`config.mk`:
```
export PLATFORM = sky130hd
export DESIGN_NAME = block_receipt_bitmap_tracker_unit
export DESIGN_NICKNAME = d
export VERILOG_FILES = /design/src/hdl/brbt_pkg.sv /design/src/hdl/brbt_ram.sv /design/src/hdl/block_receipt_bitmap_tracker_unit.sv
export VERILOG_INCLUDE_DIRS = /design/src /design/src/hdl
export SDC_FILE = /design/constraint.sdc
export NUM_CORES = 1
export LEC_CHECK = 0
export ABC_CLOCK_PERIOD_IN_PS = 5600
export BUFFER_PORTS_ARGS = -buffer_cell sky130_fd_sc_hd__buf_4
export CORE_ASPECT_RATIO = 0.5
export CORE_MARGIN = 4
export CORE_UTILIZATION = 35
export DETAILED_ROUTE_END_ITERATION = 10
export PLACE_DENSITY = 0.58
export SLEW_MARGIN = 20
export SYNTH_ARGS = -nofsm -noshare
export SYNTH_HDL_FRONTEND = slang
export SYNTH_SLANG_ARGS = --single-unit
```
`constraint.sdc`:
```
create_clock -name clk -period 5.6 [get_ports clk]
set_input_delay 0.56 -clock clk [delete_from_list [all_inputs] [get_ports clk]]
set_output_delay 0.56 -clock clk [all_outputs]
set_load 0.01 [all_outputs]
```
`src/hdl/block_receipt_bitmap_tracker_unit_macros.svh`:
```
// Assertion macros for the received-block bitmap tracker.
// Included by the top level; the assertions drop out when SYNTH is defined.
`ifndef BLOCK_RECEIPT_BITMAP_TRACKER_UNIT_MACROS_SVH
`define BLOCK_RECEIPT_BITMAP_TRACKER_UNIT_MACROS_SVH

`ifndef SYNTH
// The consequent must hold in the same cycle as the antecedent.
`define BRBT_ASSERT_SAME(lbl, ante, cons) \
  lbl: assert property (@(posedge clk) disable iff (rst) (ante) |-> (cons)) \
    else $error("brbt same-cycle check failed");
// The consequent must hold in the cycle after the antecedent.
`define BRBT_ASSERT_NEXT(lbl, ante, cons) \
  lbl: assert property (@(posedge clk) disable iff (rst) (ante) |=> (cons)) \
    else $error("brbt next-cycle check failed");
`else
`define BRBT_ASSERT_SAME(lbl, ante, cons)
`define BRBT_ASSERT_NEXT(lbl, ante, cons)
`endif

`endif

```
`src/hdl/brbt_pkg.sv`:
```
// Package for the received-block bitmap tracker: word types, codes and states.
// Used by the top level; no dependencies of its own.
`timescale 1ns / 1ps

package brbt_pkg;

  localparam int BITMAP_BYTES_DEF = 64;

  localparam int CFG_DATA_W = 16;

  // Register indexes of the configuration port.
  localparam logic CFG_BLOCK_BYTES  = 1'b0;
  localparam logic CFG_IMAGE_LENGTH = 1'b1;

  localparam logic [10:0] BLOCK_BYTES_RST  = 11'd64;
  localparam logic [15:0] IMAGE_LENGTH_RST = 16'd0;

  // Opcodes, echoed as result kinds.
  localparam logic [1:0] OP_CLEAR = 2'd0;
  localparam logic [1:0] OP_MARK  = 2'd1;
  localparam logic [1:0] OP_LIST  = 2'd2;
  localparam logic [1:0] OP_CHECK = 2'd3;

  // Store status of a mark.
  localparam logic [1:0] STORE_NEW   = 2'd0;
  localparam logic [1:0] STORE_DUP   = 2'd1;
  localparam logic [1:0] STORE_RANGE = 2'd2;

  localparam logic [6:0] LIMIT_CAP  = 7'd64;
  localparam logic [9:0] PREFIX_MAX = 10'd1023;
  localparam logic [7:0] BYTE_FULL  = 8'hff;
  localparam logic [2:0] BIT_LAST   = 3'h7;

  typedef struct packed {
    logic [1:0] opcode;
    logic [8:0] block_number;
    logic [6:0] id_limit;
  } cmd_word_t;

  typedef struct packed {
    logic [1:0]  result_kind;
    logic [1:0]  store_status;
    logic [15:0] block_offset;
    logic        id_valid;
    logic [8:0]  missing_id;
    logic [9:0]  received_prefix;
    logic        complete;
    logic        last;
  } rsp_word_t;

  typedef enum logic [2:0] {
    ST_CLEAR,
    ST_IDLE,
    ST_MARK,
    ST_SCAN_RD,
    ST_SCAN_LD,
    ST_SCAN_BIT,
    ST_FINISH
  } state_t;

endpackage

```
`src/hdl/brbt_ram.sv`:
```
// Generic single-clock RAM with one write port and one registered read port.
// No dependencies; the read data holds while no read is issued.
`timescale 1ns / 1ps

module brbt_ram #(
  parameter int WIDTH = 8,
  parameter int DEPTH = 64,
  localparam int ADDR_W = (DEPTH > 1) ? $clog2(DEPTH) : 1
) (
  input  logic              clk,
  input  logic              wr_en,
  input  logic [ADDR_W-1:0] wr_addr,
  input  logic [WIDTH-1:0]  wr_data,
  input  logic              rd_en,
  input  logic [ADDR_W-1:0] rd_addr,
  output logic [WIDTH-1:0]  rd_data
);

  logic [WIDTH-1:0] mem [DEPTH];

  always_ff @(posedge clk) begin
    if (wr_en) begin
      mem[wr_addr] <= wr_data;
    end
    if (rd_en) begin
      rd_data <= mem[rd_addr];
    end
  end

endmodule

```
`src/hdl/block_receipt_bitmap_tracker_unit.sv`:
```
// Top level of the received-block bitmap tracker: sequencer and result register.
// Depends on brbt_pkg, brbt_ram and block_receipt_bitmap_tracker_unit_macros.svh.
//
//   Channel   Signals                          Carries
//   cmd       cmd_valid, cmd_stall, cmd_word   one command word per item
//   rsp       rsp_valid, rsp_stall, rsp_word   one or more result words per item
//   cfg       cfg_wr_en, cfg_index, cfg_data   register writes, no read-back
//
// A mark's bitmap read goes out in the accepting cycle; ST_MARK then checks the
// bit, writes the byte back and loads the result once the result register is free.
// A clear writes one byte per cycle in ST_CLEAR and sends its word from ST_FINISH.
// List and check walk the bitmap: each byte is read in ST_SCAN_RD and tested in
// ST_SCAN_LD, a byte that is not full is examined bit by bit in ST_SCAN_BIT, and
// ST_FINISH sends the final word.
// After reset the bitmap is cleared before the first command word is taken. The
// result register lets a new command be accepted while the last result waits
// under rsp_stall; a stalled result holds the scan.
`timescale 1ns / 1ps

`include "block_receipt_bitmap_tracker_unit_macros.svh"

module block_receipt_bitmap_tracker_unit #(
  parameter int BITMAP_BYTES = brbt_pkg::BITMAP_BYTES_DEF
) (
  input  logic                             clk,
  input  logic                             rst,
  input  logic                             cmd_valid,
  output logic                             cmd_stall,
  input  brbt_pkg::cmd_word_t              cmd_word,
  output logic                             rsp_valid,
  input  logic                             rsp_stall,
  output brbt_pkg::rsp_word_t              rsp_word,
  input  logic                             cfg_wr_en,
  input  logic                             cfg_index,
  input  logic [brbt_pkg::CFG_DATA_W-1:0] cfg_data
);

  import brbt_pkg::*;

  // Geometry of the bitmap. One byte holds eight consecutive blocks.
  localparam int BITMAP_BITS = BITMAP_BYTES * 8;
  localparam int ADDR_W      = (BITMAP_BYTES > 1) ? $clog2(BITMAP_BYTES) : 1;
  localparam int IDX_W       = $clog2(BITMAP_BITS + 1);
  // The running offset i * block size; never narrower than the image length.
  localparam int ACC_W       = (IDX_W + 11 > 17) ? IDX_W + 11 : 17;

  localparam logic [ADDR_W-1:0] ADDR_LAST = ADDR_W'(BITMAP_BYTES - 1);
  localparam logic [IDX_W-1:0]  BITS_IDX  = IDX_W'(BITMAP_BITS);

  // Configuration registers.
  logic [10:0] block_bytes;
  logic [15:0] image_length;

  // Sequencer state.
  state_t            state, state_next;
  logic [ADDR_W-1:0] clr_addr, clr_addr_next;
  logic              clr_reply, clr_reply_next;
  logic [1:0]        op_q, op_next;
  logic [IDX_W-1:0]  idx, idx_next;
  logic [ACC_W-1:0]  acc, acc_next;
  logic [6:0]        cnt, cnt_next;
  logic [6:0]        lim, lim_next;
  logic              pend_valid, pend_valid_next;

  // Payload registers.
  logic [8:0]  bn_q, bn_next;
  logic [19:0] ofs_q, ofs_next;
  logic [7:0]  cur_byte, cur_byte_next;
  logic [8:0]  pend_id, pend_id_next;

  // Bitmap memory.
  logic              ram_we;
  logic [ADDR_W-1:0] ram_waddr;
  logic [7:0]        ram_wdata;
  logic              ram_re;
  logic [ADDR_W-1:0] ram_raddr;
  logic [7:0]        ram_rdata;

  // Result register.
  logic      emit;
  rsp_word_t res;
  logic      rsp_free;

  // Derived values.
  logic [10:0]      bs_eff;
  logic [ACC_W-1:0] len_ext;
  logic             cur_bit;
  logic             acc_done;
  logic             out_of_range;

  brbt_ram #(
    .WIDTH (8),
    .DEPTH (BITMAP_BYTES)
  ) u_bitmap (
    .clk     (clk),
    .wr_en   (ram_we),
    .wr_addr (ram_waddr),
    .wr_data (ram_wdata),
    .rd_en   (ram_re),
    .rd_addr (ram_raddr),
    .rd_data (ram_rdata)
  );

  // A block size of zero behaves as one byte.
  assign bs_eff   = (block_bytes == 11'd0) ? 11'd1 : block_bytes;
  assign len_ext  = ACC_W'(image_length);
  assign cur_bit  = cur_byte[idx[2:0]];
  // The scan index has left the image once its byte offset reaches the length.
  assign acc_done = (acc >= len_ext);
  assign out_of_range = (ofs_q >= 20'(image_length)) ||
                        (32'(bn_q) >= 32'(BITMAP_BITS));

  assign cmd_stall = (state != ST_IDLE);
  assign rsp_free  = !rsp_valid || !rsp_stall;

  // Configuration writes. The port is only to be used while the block is idle; the block does not enforce this.
  always_ff @(posedge clk) begin
    if (rst) begin
      block_bytes  <= BLOCK_BYTES_RST;
      image_length <= IMAGE_LENGTH_RST;
    end else if (cfg_wr_en) begin
      unique case (cfg_index)
        CFG_BLOCK_BYTES:  block_bytes  <= cfg_data[10:0];
        CFG_IMAGE_LENGTH: image_length <= cfg_data[15:0];
        default:          block_bytes  <= block_bytes;
      endcase
    end
  end

  // Control registers. Reset starts the clearing sweep of the bitmap.
  always_ff @(posedge clk) begin
    if (rst) begin
      state      <= ST_CLEAR;
      clr_addr   <= '0;
      clr_reply  <= 1'b0;
      op_q       <= OP_CLEAR;
      idx        <= '0;
      acc        <= '0;
      cnt        <= '0;
      lim        <= LIMIT_CAP;
      pend_valid <= 1'b0;
    end else begin
      state      <= state_next;
      clr_addr   <= clr_addr_next;
      clr_reply  <= clr_reply_next;
      op_q       <= op_next;
      idx        <= idx_next;
      acc        <= acc_next;
      cnt        <= cnt_next;
      lim        <= lim_next;
      pend_valid <= pend_valid_next;
    end
  end

  always_ff @(posedge clk) begin
    bn_q     <= bn_next;
    ofs_q    <= ofs_next;
    cur_byte <= cur_byte_next;
    pend_id  <= pend_id_next;
  end

  // The result register takes a new word whenever it is empty or being drained.
  always_ff @(posedge clk) begin
    if (rst) begin
      rsp_valid <= 1'b0;
    end else if (emit) begin
      rsp_valid <= 1'b1;
    end else if (!rsp_stall) begin
      rsp_valid <= 1'b0;
    end
  end

  always_ff @(posedge clk) begin
    if (emit) begin
      rsp_word <= res;
    end
  end

  // Sequencer. Missing ids are held back by one so that the final one can be
  // sent with last set once the scan knows that no further id follows.
  always_comb begin
    logic step;

    state_next      = state;
    clr_addr_next   = clr_addr;
    clr_reply_next  = clr_reply;
    op_next         = op_q;
    idx_next        = idx;
    acc_next        = acc;
    cnt_next        = cnt;
    lim_next        = lim;
    pend_valid_next = pend_valid;
    bn_next         = bn_q;
    ofs_next        = ofs_q;
    cur_byte_next   = cur_byte;
    pend_id_next    = pend_id;
    ram_we          = 1'b0;
    ram_waddr       = clr_addr;
    ram_wdata       = '0;
    ram_re          = 1'b0;
    ram_raddr       = ADDR_W'(idx >> 3);
    emit            = 1'b0;
    res             = '0;
    step            = 1'b0;

    unique case (state)
      ST_CLEAR: begin
        ram_we = 1'b1;
        if (clr_addr == ADDR_LAST) begin
          clr_addr_next = '0;
          state_next    = clr_reply ? ST_FINISH : ST_IDLE;
        end else begin
          clr_addr_next = clr_addr + 1'b1;
        end
      end

      ST_IDLE: begin
        if (cmd_valid) begin
          op_next         = cmd_word.opcode;
          bn_next         = cmd_word.block_number;
          ofs_next        = 20'(cmd_word.block_number) * 20'(bs_eff);
          idx_next        = '0;
          acc_next        = '0;
          cnt_next        = '0;
          pend_valid_next = 1'b0;
          lim_next        = (cmd_word.id_limit == 7'd0 || cmd_word.id_limit > LIMIT_CAP) ?
                            LIMIT_CAP : cmd_word.id_limit;
          unique case (cmd_word.opcode)
            OP_CLEAR: begin
              clr_reply_next = 1'b1;
              state_next     = ST_CLEAR;
            end
            OP_MARK: begin
              ram_re     = 1'b1;
              ram_raddr  = ADDR_W'(cmd_word.block_number >> 3);
              state_next = ST_MARK;
            end
            default: begin
              state_next = ST_SCAN_RD;
            end
          endcase
        end
      end

      ST_MARK: begin
        if (rsp_free) begin
          emit             = 1'b1;
          res.result_kind  = OP_MARK;
          res.last         = 1'b1;
          state_next       = ST_IDLE;
          if (out_of_range) begin
            res.store_status = STORE_RANGE;
          end else if (ram_rdata[bn_q[2:0]]) begin
            res.store_status = STORE_DUP;
            res.block_offset = ofs_q[15:0];
          end else begin
            res.store_status = STORE_NEW;
            res.block_offset = ofs_q[15:0];
            ram_we           = 1'b1;
            ram_waddr        = ADDR_W'(bn_q >> 3);
            ram_wdata        = ram_rdata | (8'd1 << bn_q[2:0]);
          end
        end
      end

      ST_SCAN_RD: begin
        if (idx == BITS_IDX || (op_q == OP_LIST && (acc_done || cnt == lim))) begin
          state_next = ST_FINISH;
        end else begin
          ram_re     = 1'b1;
          state_next = ST_SCAN_LD;
        end
      end

      ST_SCAN_LD: begin
        // A fully received byte holds no missing block and extends the prefix.
        if (ram_rdata == BYTE_FULL) begin
          idx_next   = idx + IDX_W'(8);
          acc_next   = acc + ACC_W'({bs_eff, 3'b000});
          state_next = ST_SCAN_RD;
        end else begin
          cur_byte_next = ram_rdata;
          state_next    = ST_SCAN_BIT;
        end
      end

      ST_SCAN_BIT: begin
        if (op_q == OP_CHECK) begin
          if (!cur_bit) begin
            state_next = ST_FINISH;
          end else begin
            step = 1'b1;
          end
        end else if (acc_done || cnt == lim) begin
          state_next = ST_FINISH;
        end else if (cur_bit) begin
          step = 1'b1;
        end else if (!pend_valid) begin
          pend_valid_next = 1'b1;
          pend_id_next    = 9'(idx);
          cnt_next        = cnt + 1'b1;
          step            = 1'b1;
        end else if (rsp_free) begin
          emit            = 1'b1;
          res.result_kind = OP_LIST;
          res.id_valid    = 1'b1;
          res.missing_id  = pend_id;
          pend_id_next    = 9'(idx);
          cnt_next        = cnt + 1'b1;
          step            = 1'b1;
        end
        if (step) begin
          idx_next = idx + 1'b1;
          acc_next = acc + ACC_W'(bs_eff);
          if (idx[2:0] == BIT_LAST) begin
            state_next = ST_SCAN_RD;
          end
        end
      end

      ST_FINISH: begin
        if (rsp_free) begin
          emit           = 1'b1;
          res.last       = 1'b1;
          clr_reply_next = 1'b0;
          state_next     = ST_IDLE;
          case (op_q)
            OP_CLEAR: begin
              res.result_kind = OP_CLEAR;
            end
            OP_LIST: begin
              res.result_kind = OP_LIST;
              res.id_valid    = pend_valid;
              res.missing_id  = pend_valid ? pend_id : 9'd0;
              pend_valid_next = 1'b0;
            end
            default: begin
              // The prefix matches the expected count when it covers the
              // image (or fills the bitmap) and one block fewer does not.
              res.result_kind     = OP_CHECK;
              res.received_prefix = (32'(idx) > 32'(PREFIX_MAX)) ? PREFIX_MAX : 10'(idx);
              res.complete        = (idx == BITS_IDX || acc_done) &&
                                    (idx == '0 || (acc - ACC_W'(bs_eff)) < len_ext);
            end
          endcase
        end
      end

      default: begin
        state_next = ST_IDLE;
      end
    endcase
  end

  // A mark always goes straight to its read-modify-write cycle.
  `BRBT_ASSERT_NEXT(a_mark_enters_rmw, cmd_valid && !cmd_stall && cmd_word.opcode == OP_MARK, state == ST_MARK)
  // Only the clearing sweep and a mark may write the bitmap.
  `BRBT_ASSERT_SAME(a_ram_write_owner, ram_we, state == ST_CLEAR || state == ST_MARK)
  // A bit is only examined inside the bitmap.
  `BRBT_ASSERT_SAME(a_scan_index_bound, state == ST_SCAN_BIT, idx < BITS_IDX)
  // A listing never collects more ids than its limit.
  `BRBT_ASSERT_SAME(a_list_count_bound, op_q == OP_LIST && state != ST_IDLE && state != ST_CLEAR, cnt <= lim)

endmodule

```
==> reports/results.ini <==
[run_status]
outcome=completed

[timing]
slew_violations=0
grt_setup_unrepaired=no
period_share_pct=92.1
worst_pin_slew_ns=1.14
timing.setup.tns_ns=0
setup_viol=0
hold_viol_final=0
clock_skew_ns=0.0179
relSlewSlack_pct=23.7
layout_min_cycle_time_ns=5.16
fmax_mhz=194

[grt]
grt_pass1_wl_um=137000
grt_pass1_vias=22100
grt_overflow=0
antenna_found_initial=1
grt_use_total_pct=17.3
grt_max_degree=83

[logic_synthesis]
syn_nets=3118
yosysTopAreaCell=edfxtp_1
yosysMostFrequentCell=edfxtp_1
synth-edff-count=608
synth_seq_cells=694
synth_xor_area_share_pct=1.34
ys_top_cells_by_count=edfxtp_1, nand2_1, nand3_1
syn_inst=2885
ys_types=76
yosys.area_share.adder_pct=8.60
synthSimpleGateAreaFrac_pct=16.6
synth-compound-area-share_pct=7.30
synth-async-reset-ratio_pct=0
syn_area_mm2=0.0339
syn_avg_cell_area_um2=11.8
ys_seq_area_share_pct=58.9
synthTopCellsByArea=edfxtp_1, nand2_1, dfxtp_1
synth-main-ff-cell=edfxtp_1
muxShareOfSynthArea_pct=3.99
synth.top_cell.area_share_pct=53.8
synth_top_family_by_area=simple AND/OR/NAND/NOR gates
ys_warn_count=0

[final_layout]
seq_area_mm2=0.0200
nNetsFinal=3177
num_antenna_cells=0
multi_input_area_mm2=0.0130
drive_gt1_share_pct=11.1
area_growth_pct=12.9
nFillCells=8958

[clocking]
clock_tree.root_cell=clkbuf_16
postCtsHoldBufs=0
cts_buffers=68
htree_num_levels=3
post-cts-setup-buffers=0
clk_pin_slew_ns=0.06
cts_tree=yes
clk_latency_ns=0.62
cts-resized-gates=0
cts.sinks=694
cts_buffer_depth=3

[setup_path]
critPathSlowestCell=fa_1
crit_chain=nor4_1 > a41oi_1 > inv_1 > nand2_1 > fa_1 > fa_1 > inv_1 > fa_1 > inv_1 > fa_1 > inv_1 > ha_1 > o21a_1 > o311a_1 > a2111oi_0 > nor3_1 > a211oi_1 > a21oi_1 > xnor2_1
critPathLaunch=block_bytes[9]$_SDFFE_PP0P_
end_kind=register
cp-start-kind=register
worstPathRequired_ns=5.96
crit_arrival_ns=5.51
r2r-start=block_bytes[9]$_SDFFE_PP0P_
crit_path_max_incr_delay_ns=0.49
worstSetupPathType=register to register
critPathMaxFanout=4

[floorplanning]
ios=84
die_h_um=228
fp-row-count=80
die_area_mm2=0.102
start_util_pct=35.4
core_area_mm2=0.0958
die_x_um=448

[route]
viasPerCell=5.36
totalWireLength_um=90100
dr.first_iter.drc_count=2403
drc_errors=0
vias=22900
final_antenna_net_count=0
wire_per_inst_um=21.1
dr.pass1.iters=6

[placement]
globalplace.congestion=0.861
port-buffer-count=83
dp_hpwl_um=61100

[power_and_ir_drop]
power_density_mw_per_mm2=281
finalPower_w=0.0108
leakagePower_nw=13.7
peakVddDrop_uv=211

[min_path]
hold_path.startpoint=cfg_data[14]
hold_class=input port to register

[job]
maxCapViolCount=0

[layout make-up]
class / instances / share of cell area (%)
multi-input cells: 1897 / 33.8
clock inverters: 37 / 0.869
inverters: 146 / 1.43
clock buffers: 83 / 4.70
flip-flops and latches: 694 / 52.2
repair buffers: 137 / 2.85
well taps: 1271 / 4.15
[logic make-up (layout without fill, tap and decap cells)]
kind of cell	count (synthesis)	count (layout)
XOR/XNOR	52	52
AO/OA/AOI/OAI	385	385
AND/OR/NAND/NOR	1198	1198
buffers and inverters	294	403
flip-flops	694	694
multiplexers	69	69
adder cells (fa/ha/maj)	193	193
[worst max-delay path: cells and delay by family (launching register included)]
family                   cells  cell delay (ns)
XOR/XNOR                     1             0.14
adder cells (fa/ha/maj)      5             2.22
flip-flops                   1             0.31
buffers and inverters        4             0.30
AND/OR/NAND/NOR              3             0.52
AO/OA/AOI/OAI                6             1.44
[metal layers]
metal	global-route usage, %	wire length (um)
met5	0	11
met4	5.12	2600
met3	3.03	6190
met2	27.5	41700
met1	24.4	39600
[report_power, final]
| part | internal (W) | switching (W) | total, W |
|---|---|---|---|
| sequential | 0.00559 | 0.0000150 | 0.00561 |
| clock | 0.00250 | 0.00202 | 0.00451 |
| combinational | 0.000258 | 0.000400 | 0.000658 |
| total | 0.00835 | 0.00243 | 0.0108 |
[stage by stage]
stage | area [um^2] | util [%] | cells | hold WS [ns] | setup WS, ns
global placement | 36200 | 37.7 | 4145 | 0.443 | 0.374
CTS | 38300 | 40.0 | 4265 | 0.166 | 0.416
global route | 38300 | 40.0 | 4265 | 0.198 | 0.0945
detailed placement | 36200 | 37.7 | 4145 | 0.448 | 0.304
finish | 38300 | 40.0 | 4265 | 0.198 | 0.444
floorplan | 33900 | - | 2885 | 0.406 | 0.502
[path summary, 6_finish.rpt]
| path | endpoint | slack (ns) | cells past startpoint |
|---|---|---|---|
| worst max-delay path | ofs_q[19]$_DFFE_PP_ | 0.44 | 19 |
| worst min-delay path | image_length[14]$_SDFFE_PP0P_ | 0.20 | 3 |
| worst max register to register | ofs_q[19]$_DFFE_PP_ | 0.44 | 19 |
| worst min register to register | image_length[9]$_SDFFE_PP0P_ | 0.46 | 2 |
[placed cells by master, fill, tap and decap left out, drive strengths merged, types with 83 or more instances in the layout]
cell / instances
nand3: 185
and2: 91
ha: 126
edfxtp: 608
nor2: 180
clkbuf: 83
inv: 148
buf: 137
nand2: 511
a21oi: 123
dfxtp: 86
[sequential cells by signal, indices dropped and copies added, names as in the netlist]
register	flops
acc	21
u_bitmap.mem	512
rsp_valid	1
ofs_q	20
image_length	16
pend_valid	1
lim	7
clr_reply	1
block_bytes	11
idx	10
clr_addr	6
cur_byte	8
state	3
pend_id	9
u_bitmap.rd_data	8
bn_q	9
rsp_word	42
op_q	2
cnt	7
Power figures use the tool's default switching activity.
